File: config.mk
export PLATFORM = sky130hd
export DESIGN_NAME = spr_mac
export DESIGN_NICKNAME = d
export VERILOG_FILES = /design/src/design/spr_pkg.sv /design/src/design/spr_mac.sv
export SDC_FILE = /design/constraint.sdc
export NUM_CORES = 2
export LEC_CHECK = 0
export BUFFER_PORTS_ARGS = -buffer_cell sky130_fd_sc_hd__clkbuf_2
export CORE_AREA = 2 2 280 227
export CTS_BUF_LIST = sky130_fd_sc_hd__clkbuf_16
export DETAILED_ROUTE_END_ITERATION = 8
export DIE_AREA = 0 0 282 229
export MAX_ROUTING_LAYER = met4
export PLACE_DENSITY = 0.6
export SYNTH_ARGS = -nofsm -noshare
export SYNTH_HDL_FRONTEND = slang
export SYNTH_SLANG_ARGS = --single-unit
File: constraint.sdc
create_clock -name clk -period 9.4 [get_ports clk]
set_clock_uncertainty 0.1 [all_clocks]
set_input_delay 0.94 -clock clk [delete_from_list [all_inputs] [get_ports clk]]
set_output_delay 0.94 -clock clk [all_outputs]
set_load 0.05 [all_outputs]
File: src/design/spr_pkg.sv
// Shared constants and control types of the stereo polyphase resampler.
package spr_pkg;

  localparam int PHASES_DEF = 160;
  localparam int STEP_DEF   = 147;
  localparam int TAPS_DEF   = 16;

  localparam int SAMPLE_W   = 16;
  localparam int COEF_IDX_W = 12;
  localparam int MAX_OUT    = 2;
  localparam int SHIFT      = 15;
  localparam int SAT_MAX    = 32767;
  localparam int SAT_MIN    = -32768;

  // request kinds
  localparam logic REQ_SAMPLE = 1'b0;
  localparam logic REQ_COEF   = 1'b1;

  typedef struct packed {
    logic clr;    // clear accumulators at frame start
    logic tap_v;  // memory read data valid this cycle
  } mac_ctl_t;

  typedef struct packed {
    logic busy;   // product stage holds a tap
  } mac_sts_t;

endpackage

File: src/design/spr_mac.sv
// Two-channel multiply-accumulate with Q15 shift and 16-bit saturation.
module spr_mac #(
  parameter int TAPS = spr_pkg::TAPS_DEF
) (
  input  logic                                clk,
  input  logic                                rst_n,
  input  spr_pkg::mac_ctl_t                   ctl,
  input  logic signed [spr_pkg::SAMPLE_W-1:0] hist_left,
  input  logic signed [spr_pkg::SAMPLE_W-1:0] hist_right,
  input  logic signed [spr_pkg::SAMPLE_W-1:0] coef,
  output spr_pkg::mac_sts_t                   sts,
  output logic signed [spr_pkg::SAMPLE_W-1:0] sum_left,
  output logic signed [spr_pkg::SAMPLE_W-1:0] sum_right
);
  import spr_pkg::*;

  localparam int PW = 2 * SAMPLE_W;
  localparam int AW = PW + $clog2(TAPS) + 1;
  localparam logic signed [AW-1:0] MAX_V = AW'(SAT_MAX);
  localparam logic signed [AW-1:0] MIN_V = AW'(SAT_MIN);

  logic signed [PW-1:0] prod_l_r, prod_r_r;
  logic                 s2_v_r;
  logic signed [AW-1:0] acc_l_r, acc_r_r;

  function automatic logic signed [SAMPLE_W-1:0] sat_q15(input logic signed [AW-1:0] a);
    logic signed [AW-1:0] sh;
    sh = a >>> SHIFT;
    if (sh > MAX_V) begin
      sat_q15 = SAMPLE_W'(SAT_MAX);
    end else if (sh < MIN_V) begin
      sat_q15 = SAMPLE_W'(SAT_MIN);
    end else begin
      sat_q15 = sh[SAMPLE_W-1:0];
    end
  endfunction

  always_ff @(posedge clk) begin
    prod_l_r <= hist_left * coef;
    prod_r_r <= hist_right * coef;
    if (ctl.clr) begin
      acc_l_r <= '0;
      acc_r_r <= '0;
    end else if (s2_v_r) begin
      acc_l_r <= acc_l_r + AW'(prod_l_r);
      acc_r_r <= acc_r_r + AW'(prod_r_r);
    end
  end

  always_ff @(posedge clk) begin
    if (!rst_n) begin
      s2_v_r <= 1'b0;
    end else begin
      s2_v_r <= ctl.tap_v;
    end
  end

  assign sts.busy  = s2_v_r;
  assign sum_left  = sat_q15(acc_l_r);
  assign sum_right = sat_q15(acc_r_r);

endmodule

==> flow_summary.toml <==
[clocking]
cts_buffers = 17
ctsLongestPathBuffers = 2
cts_setup_buffers = 0
root_buffer = "clkbuf_16"
htreeDepth = 4
hold_buffers = 0
clk_pin_slew_ns = 0.06
cts_tree = "built"
worstSkewPairLatency_ns = 0.48
cts_sinks = 139
ctsResizeCount = 0

[route]
drcViolationCount = 0
drtAntennaViolNets = 0
wl_per_cell_um = 16.2
first_pass_iters = 6
drt_iter0_markers = 1176
via_count = 20400
viasPerCell = 5.21
postRouteWirelength_um = 63400

[sta]
drv_slew = 0
hold_ws_ns = 0.382
hold_viol_final = 0
fin_tns_setup_ns = 0
fmax_ghz = 0.138
worst_slack_ns = 2.18
period_share = 0.768
finalSetupViolations = 0
tightest_slew_ns = 1.22
rsz0062_at_grt = "false"
slew_headroom = 0.189
period_needed_ns = 7.22

[logic_synthesis]
syn-cell-area_um2 = 27500
ys_warn_count = 0
synth_enable_flop_cells = 0
ys_seq_area_frac = 0.101
yosys.area.top_type = "fa_1"
synth_seq_cells = 139
synthTopCellsByArea = "fa_1, ha_1, dfxtp_1"
synth_top_area_share = 0.382
synthesis.nets = 3873
synth_cells = 3059
ys_types = 78
ys.flop_type = "dfxtp_1"
synthArstFlopShare = 0
avgSynthCellArea_um2 = 9.00

[final_layout]
layout-drive-gt1-share = 0.0499
fillers = 6043
area_delta_synth_final_pct = 6.20
fin_nets = 3865
final_util = 0.473

[grt]
grt_use_total = 0.217
grt_pass1_wl_um = 109000
grt_overflow = 0
antenna_found_initial = 2
grt_start_max_net_pins = 59
grt_pass1_vias = 21700

[floorplanning]
die_w_um = 282
num_rows = 82
die_y_um = 229
initial_core_util = 0.445
io_pins = 85
dieArea_um2 = 64600
coreArea_um2 = 61900

[worst_setup_path]
ff2ff_setup_slack_ns = 5.75
end_kind = "register"
cp.arrival_ns = 7.47
crit_type = "primary input to register"
path_delay_family = "adder cells"
crit_path_start = "coef[1]"
cp_slowest_cell = "fa_1"
worstReg2RegStart = "acc_r_r[0]$_SDFFE_PP0P_"
start_kind = "primary input"
crit_fanout = 32
cpMostUsedCell = "fa_1"
cp_num_buf_inv = 4
critPathMaxStageDelay_ns = 0.72
path_cells = "clkbuf_2 -> nand2_1 -> inv_1 -> fa_1 -> fa_1 -> inv_1 -> fa_1 -> fa_1 -> fa_1 -> fa_1 -> inv_1 -> ha_1 -> and3_1 -> a31oi_1 -> nand2_1 -> a31oi_4 -> o21ai_2 -> or4_1 -> a31oi_1 -> xnor2_1"
critical_path_required_ns = 9.65

[min_path]
hold_start = "acc_l_r[4]$_SDFFE_PP0P_"
hold_class = "register to register"

[placement]
post-place-ws_ns = 1.77
hpwlAfterDp_um = 51400
io_buffers = 84
place_congestion = 0.879

[status]
status = "finished clean"

[flow_run]
drv_cap = 0
## path summary, 6_finish.rpt
| check | to | cells past startpoint |
|---|---|---|
| setup / recovery | prod_l_r[31]$_DFF_P_ | 20 |
| setup reg to reg | acc_r_r[36]$_SDFFE_PP0P_ | 13 |
| hold reg to reg | acc_l_r[4]$_SDFFE_PP0P_ | 2 |
| hold / removal | acc_l_r[4]$_SDFFE_PP0P_ | 2 |
## flip-flops by register name, summed over array words and instances, names as in the netlist
signal	flops
sts	1
acc_r_r	37
acc_l_r	37
prod_l_r	32
prod_r_r	32
## final cells by class
class                   count  area [µm²]  area share
diodes                      2        5.00    0.000171
clock buffers              17         425      0.0145
clock inverters            15         208     0.00710
inverters                 611        2290      0.0784
multi-input cells        2193       22000       0.753
flip-flops and latches    139        2790      0.0953
well taps                 840        1050      0.0359
repair buffers             89         458      0.0157
## cells in the mapped netlist (all sizes together), types with 10 or more instances
cell type / number
a211oi: 16
a21o: 62
a21oi: 114
a31oi: 14
and2: 253
clkbuf: 109
dfxtp: 139
fa: 526
ha: 236
inv: 611
mux2i: 49
nand2: 295
nand2b: 37
nand3: 21
nand4: 13
nor2: 148
nor2b: 19
nor3: 21
nor3b: 10
o21a: 46
o21ai: 68
o21bai: 13
xnor2: 78
xor2: 35
## layer usage
| layer | wire (µm) | global-route usage |
|---|---|---|
| met4 | 883 | 0.0450 |
| met3 | 3230 | 0.0291 |
| met2 | 28300 | 0.328 |
| met1 | 31000 | 0.311 |
| met5 | 0 | - |
## cells by family after synthesis
logic type,share of synthesized area
xor gates and xnor gates,0.0359
muxes,0.0182
adders and majority gates,0.489
and+or+nand+nor,0.158
DFF,0.101
AOI/OAI and AO/OA,0.0983
buffers and inverters,0.0994
## tightest hold or removal path, stage by stage, from the launching register on
cell and delay (ns):
dfxtp_1 0.32, nand2b_1 0.06, a21oi_1 0.05
## metrics by stage
stage          instance area [µm²]  instances
2_1_floorplan                27500       3059
6_report                     29300       3906
4_1_cts                      29200       3904
5_1_grt                      29300       3906
3_5_place_dp                 28600       3872
3_3_place_gp                 28600       3872
## cells in the final DEF (no fill, tap or decap), drive strengths merged, types with 14 or more instances in the layout
cell / n
nand2b: 37
inv: 613
mux2i: 49
and2: 253
o21ai: 68
ha: 236
nand3: 21
a211oi: 16
a21oi: 114
nor2: 148
o21a: 46
a21o: 62
nor2b: 19
dfxtp: 139
nor3: 21
xnor2: 78
fa: 526
nand2: 295
a31oi: 14
clkbuf: 100
xor2: 35
Power is left out: the tool's default activity adds up to more than one toggle a clock period on the data nets, which glitch-free logic cannot reach.
