### config.mk
export PLATFORM = sky130hd
export DESIGN_NAME = spr_hist_mem
export DESIGN_NICKNAME = d
export VERILOG_FILES = /design/src/design/spr_pkg.sv /design/src/design/spr_hist_mem.sv
export SDC_FILE = /design/constraint.sdc
export NUM_CORES = 1
export LEC_CHECK = 0
export ABC_CLOCK_PERIOD_IN_PS = 4900
export BUFFER_PORTS_ARGS = -buffer_cell sky130_fd_sc_hd__buf_2
export CORE_UTILIZATION = 61
export CTS_CLUSTER_DIAMETER = 50
export DETAILED_ROUTE_END_ITERATION = 7
export HOLD_SLACK_MARGIN = 0.02
export PLACE_DENSITY = 0.88
export SYNTH_ARGS = -nofsm -noshare
export SYNTH_HDL_FRONTEND = slang
export SYNTH_SLANG_ARGS = --single-unit
### constraint.sdc
create_clock -name clk -period 4.9 [get_ports clk]
set_input_delay 0.245 -clock clk [delete_from_list [all_inputs] [get_ports clk]]
set_output_delay 0.245 -clock clk [all_outputs]
set_load 0.05 [all_outputs]
### src/design/spr_pkg.sv
// Shared constants and control types of the stereo polyphase resampler.
package spr_pkg;

  localparam int PHASES_DEF = 160;
  localparam int STEP_DEF   = 147;
  localparam int TAPS_DEF   = 16;

  localparam int SAMPLE_W   = 16;
  localparam int COEF_IDX_W = 12;
  localparam int MAX_OUT    = 2;
  localparam int SHIFT      = 15;
  localparam int SAT_MAX    = 32767;
  localparam int SAT_MIN    = -32768;

  // request kinds
  localparam logic REQ_SAMPLE = 1'b0;
  localparam logic REQ_COEF   = 1'b1;

  typedef struct packed {
    logic clr;    // clear accumulators at frame start
    logic tap_v;  // memory read data valid this cycle
  } mac_ctl_t;

  typedef struct packed {
    logic busy;   // product stage holds a tap
  } mac_sts_t;

endpackage

### src/design/spr_hist_mem.sv
// Stereo sample history: circular buffer memory with per-entry valid bits.
module spr_hist_mem #(
  parameter int TAPS = spr_pkg::TAPS_DEF,
  localparam int HAW = (TAPS > 1) ? $clog2(TAPS) : 1
) (
  input  logic                                clk,
  input  logic                                rst_n,
  input  logic                                wr_en,
  input  logic [HAW-1:0]                      wr_addr,
  input  logic signed [spr_pkg::SAMPLE_W-1:0] wr_left,
  input  logic signed [spr_pkg::SAMPLE_W-1:0] wr_right,
  input  logic                                rd_en,
  input  logic [HAW-1:0]                      rd_addr,
  output logic signed [spr_pkg::SAMPLE_W-1:0] rd_left,
  output logic signed [spr_pkg::SAMPLE_W-1:0] rd_right
);
  import spr_pkg::*;

  logic [2*SAMPLE_W-1:0] mem [TAPS];
  logic [TAPS-1:0]       vld_r;
  logic [2*SAMPLE_W-1:0] rd_data_r;
  logic                  rd_vld_r;

  always_ff @(posedge clk) begin
    if (wr_en) begin
      mem[wr_addr] <= {wr_left, wr_right};
    end
    if (rd_en) begin
      rd_data_r <= mem[rd_addr];
      rd_vld_r  <= vld_r[rd_addr];
    end
  end

  always_ff @(posedge clk) begin
    if (!rst_n) begin
      vld_r <= '0;
    end else if (wr_en) begin
      vld_r[wr_addr] <= 1'b1;
    end
  end

  // unfilled slots read as silence
  assign rd_left  = rd_vld_r ? $signed(rd_data_r[2*SAMPLE_W-1:SAMPLE_W]) : '0;
  assign rd_right = rd_vld_r ? $signed(rd_data_r[SAMPLE_W-1:0]) : '0;

endmodule

==> impl_metrics.env <==
export IMPL_drt_iter0_drc=1252
export IMPL_power_frac_comb=0.051
export IMPL_p_int_mw=7.79
export IMPL_antenna_found_initial=3
export IMPL_postCtsResizedCells=0
export IMPL_initial_core_util=0.626
export IMPL_period_share=0.468
export IMPL_rows=67
export IMPL_synth_cell_area_um2=21100
export IMPL_setup_tns_final_ns=0
export IMPL_place_congestion=0.701
export IMPL_slowest_delay_ns=0.54
export IMPL_ctsLongestPathBuffers=3
export IMPL_dieHeight_um=188
export IMPL_io_pins=76
export IMPL_placed_area_um2=22100
export IMPL_cts_root_buf="clkbuf_16"
export IMPL_drcViolationCount=0
export IMPL_p_sw_frac=0.207
export IMPL_cp_top_family="buffers and inverters"
export IMPL_ys_types=21
export IMPL_gr_total_overflow=0
export IMPL_fp_dieW_um=188
export IMPL_power_switching_mw=2.03
export IMPL_synthArstFlopShare=0
export IMPL_path_class="reg2out"
export IMPL_groute_usage_overall=0.270
export IMPL_portBuffers=75
export IMPL_cts_hold_buf=0
export IMPL_design_area_um2=23700
export IMPL_cp_start_kind="flop"
export IMPL_ff2ff_setup_slack_ns=3.32
export IMPL_avgSynthCellArea_um2=23.1
export IMPL_powerDensity_nw_per_um2=414
export IMPL_synth_edf_count=545
export IMPL_outcome="finished clean"
export IMPL_arrival_ns=2.05
export IMPL_synthesis_nets=961
export IMPL_area_growth_syn_to_layout_pct=12.2
export IMPL_htreeDepth=2
export IMPL_wl_per_cell_um=30.5
export IMPL_drive_above_1_share=0.288
export IMPL_grt_pass1_wl_um=68000
export IMPL_finalNetCount=1065
export IMPL_grt_pass1_vias=10557
export IMPL_setup_viol=0
export IMPL_crit_path_top_delay_cell="edfxtp_1"
export IMPL_syn_inst=917
export IMPL_drt_antenna_violating_nets=0
export IMPL_ys_seq_area_frac=0.789
export IMPL_cts_buffers=53
export IMPL_cts_clk_slew_worst_paths_ns=0.06
export IMPL_relSlewSlack=0.200
export IMPL_core_area_um2=33800
export IMPL_cts_tree="yes"
export IMPL_slew_violations=0
export IMPL_cap_violations=0
export IMPL_die_area_um2=35400
export IMPL_postLayoutCoreUtil=0.702
export IMPL_hold_viol=0
export IMPL_clkPwrFrac=0.397
export IMPL_worstPathMaxFanout=23
export IMPL_ys_flop_type="edfxtp_1"
export IMPL_ir_drop_mv=0.322
export IMPL_hold_path_class="in2reg"
export IMPL_vias=10060
export IMPL_fill_cells=1879
export IMPL_end_kind="primary output"
export IMPL_firstDrtPassIters=7
export IMPL_dp_hpwl_um=21800
export IMPL_crit_chain="buf_4 > and2_1 > buf_2"
export IMPL_clock_sinks=561
export IMPL_viasPerCell=6.67
export IMPL_fmax_mhz=436
export IMPL_worstMarginPinSlew_ns=1.20
export IMPL_p_leak_nw=7.72
export IMPL_clock_skew_ns=0.0178
export IMPL_wl_um=46100
export IMPL_grt_setup_unrepaired="no"
export IMPL_synth_seq_cells=561
export IMPL_min_period_ns=2.29
export IMPL_clock_latency_ns=0.57
export IMPL_cts_setup_buffers=0
export IMPL_cp_required_ns=4.66
export IMPL_ys_warn_count=0
export IMPL_seqPwrFrac=0.552
export IMPL_grt_max_degree=65
export IMPL_path_buf_inv=2
-- kinds of logic after synthesis --
logic type,Yosys count,share of synthesized area
mux,132,0.144
flops,561,0.789
buf+inv,50,0.0160
compound gates,82,0.0291
simple gates,92,0.0216
-- layer usage --
layer / share of wire / global-route usage / routed length (um)
met1: 0.36 / 0.354 / 16400
met2: 0.52 / 0.460 / 23900
met3: 0.090 / 0.0371 / 4130
met4: 0.035 / 0.113 / 1600
met5: 0.00024 / 0 / 11
-- synth_stat cells (4+ instances only) --
| library cell | count | area, um^2 |
|---|---|---|
| a22oi_1 | 66 | 495 |
| and2_1 | 33 | 206 |
| buf_12 | 6 | 120 |
| buf_2 | 12 | 60.1 |
| clkbuf_1 | 26 | 97.6 |
| dfxtp_1 | 16 | 320 |
| edfxtp_1 | 545 | 16400 |
| mux4_1 | 19 | 499 |
| mux4_2 | 113 | 2540 |
| nand2_1 | 34 | 128 |
| nor2_1 | 13 | 48.8 |
| nor3_1 | 4 | 20.0 |
| o21a_1 | 16 | 120 |
-- flip-flops by register name, summed over array words and instances, names as in the netlist --
signal and flops:
mem 512, rd_data_r 32, vld_r 16, rd_vld_r 1
-- power groups by stage --
stage / Combinational (mW) / Sequential (mW) / Clock (mW)
2_1_floorplan: 0.327 / 5.51 / 0
3_3_place_gp: 0.479 / 5.51 / 0
3_5_place_dp: 0.498 / 5.52 / 0
4_1_cts: 0.507 / 5.42 / 3.94
5_1_grt: 0.534 / 5.43 / 4.12
6_report: 0.505 / 5.42 / 3.90
-- area by class of cell --
cell class                 instances  area [um^2]  area share
antenna                            2         5.00    0.000211
timing repair buffer              99          579      0.0244
multi-input combinational        306         4250       0.179
clock buffer                      69         1450      0.0610
sequential                       561        16700       0.703
clock inverter                    24          196     0.00828
tap                              448          561      0.0236
-- stage by stage --
step	power [mW]	hold WS (ns)	worst slack, ns	cells
after floorplan	5.83	0.344	1.42	917
after global placement	5.99	0.443	2.34	1414
after detailed placement	6.02	0.456	2.31	1414
after CTS	9.87	0.0302	2.59	1507
after global routing	10.1	0.0430	2.53	1508
final	9.83	0.0498	2.61	1509
-- cell usage in the layout, fill, tap and decap left out, drive strengths merged --
master / netlist / final
clkinvlp: 0 / 3
mux4: 132 / 132
nand2: 34 / 34
bufinv: 0 / 3
or3b: 1 / 1
clkinv: 0 / 17
nand3b: 2 / 2
diode: 0 / 2
nor2b: 2 / 2
nand2b: 2 / 2
o21a: 16 / 16
buf: 24 / 98
clkbuf: 26 / 70
a22oi: 66 / 66
inv: 0 / 1
dfxtp: 16 / 16
edfxtp: 545 / 545
nor3: 4 / 4
nor2: 13 / 13
nand3: 1 / 1
and2: 33 / 33
-- final timing paths --
| check | start | end | depth (start not counted) |
|---|---|---|---|
| max | rd_vld_r | rd_left[5] | 3 |
| min | wr_right[13] | mem[10][13] | 1 |
| max reg2reg | mem[3][6] | rd_data_r[6] | 3 |
| min reg2reg | vld_r[0] | vld_r[0] | 1 |
No activity file was read; power rests on OpenSTA's default activity.
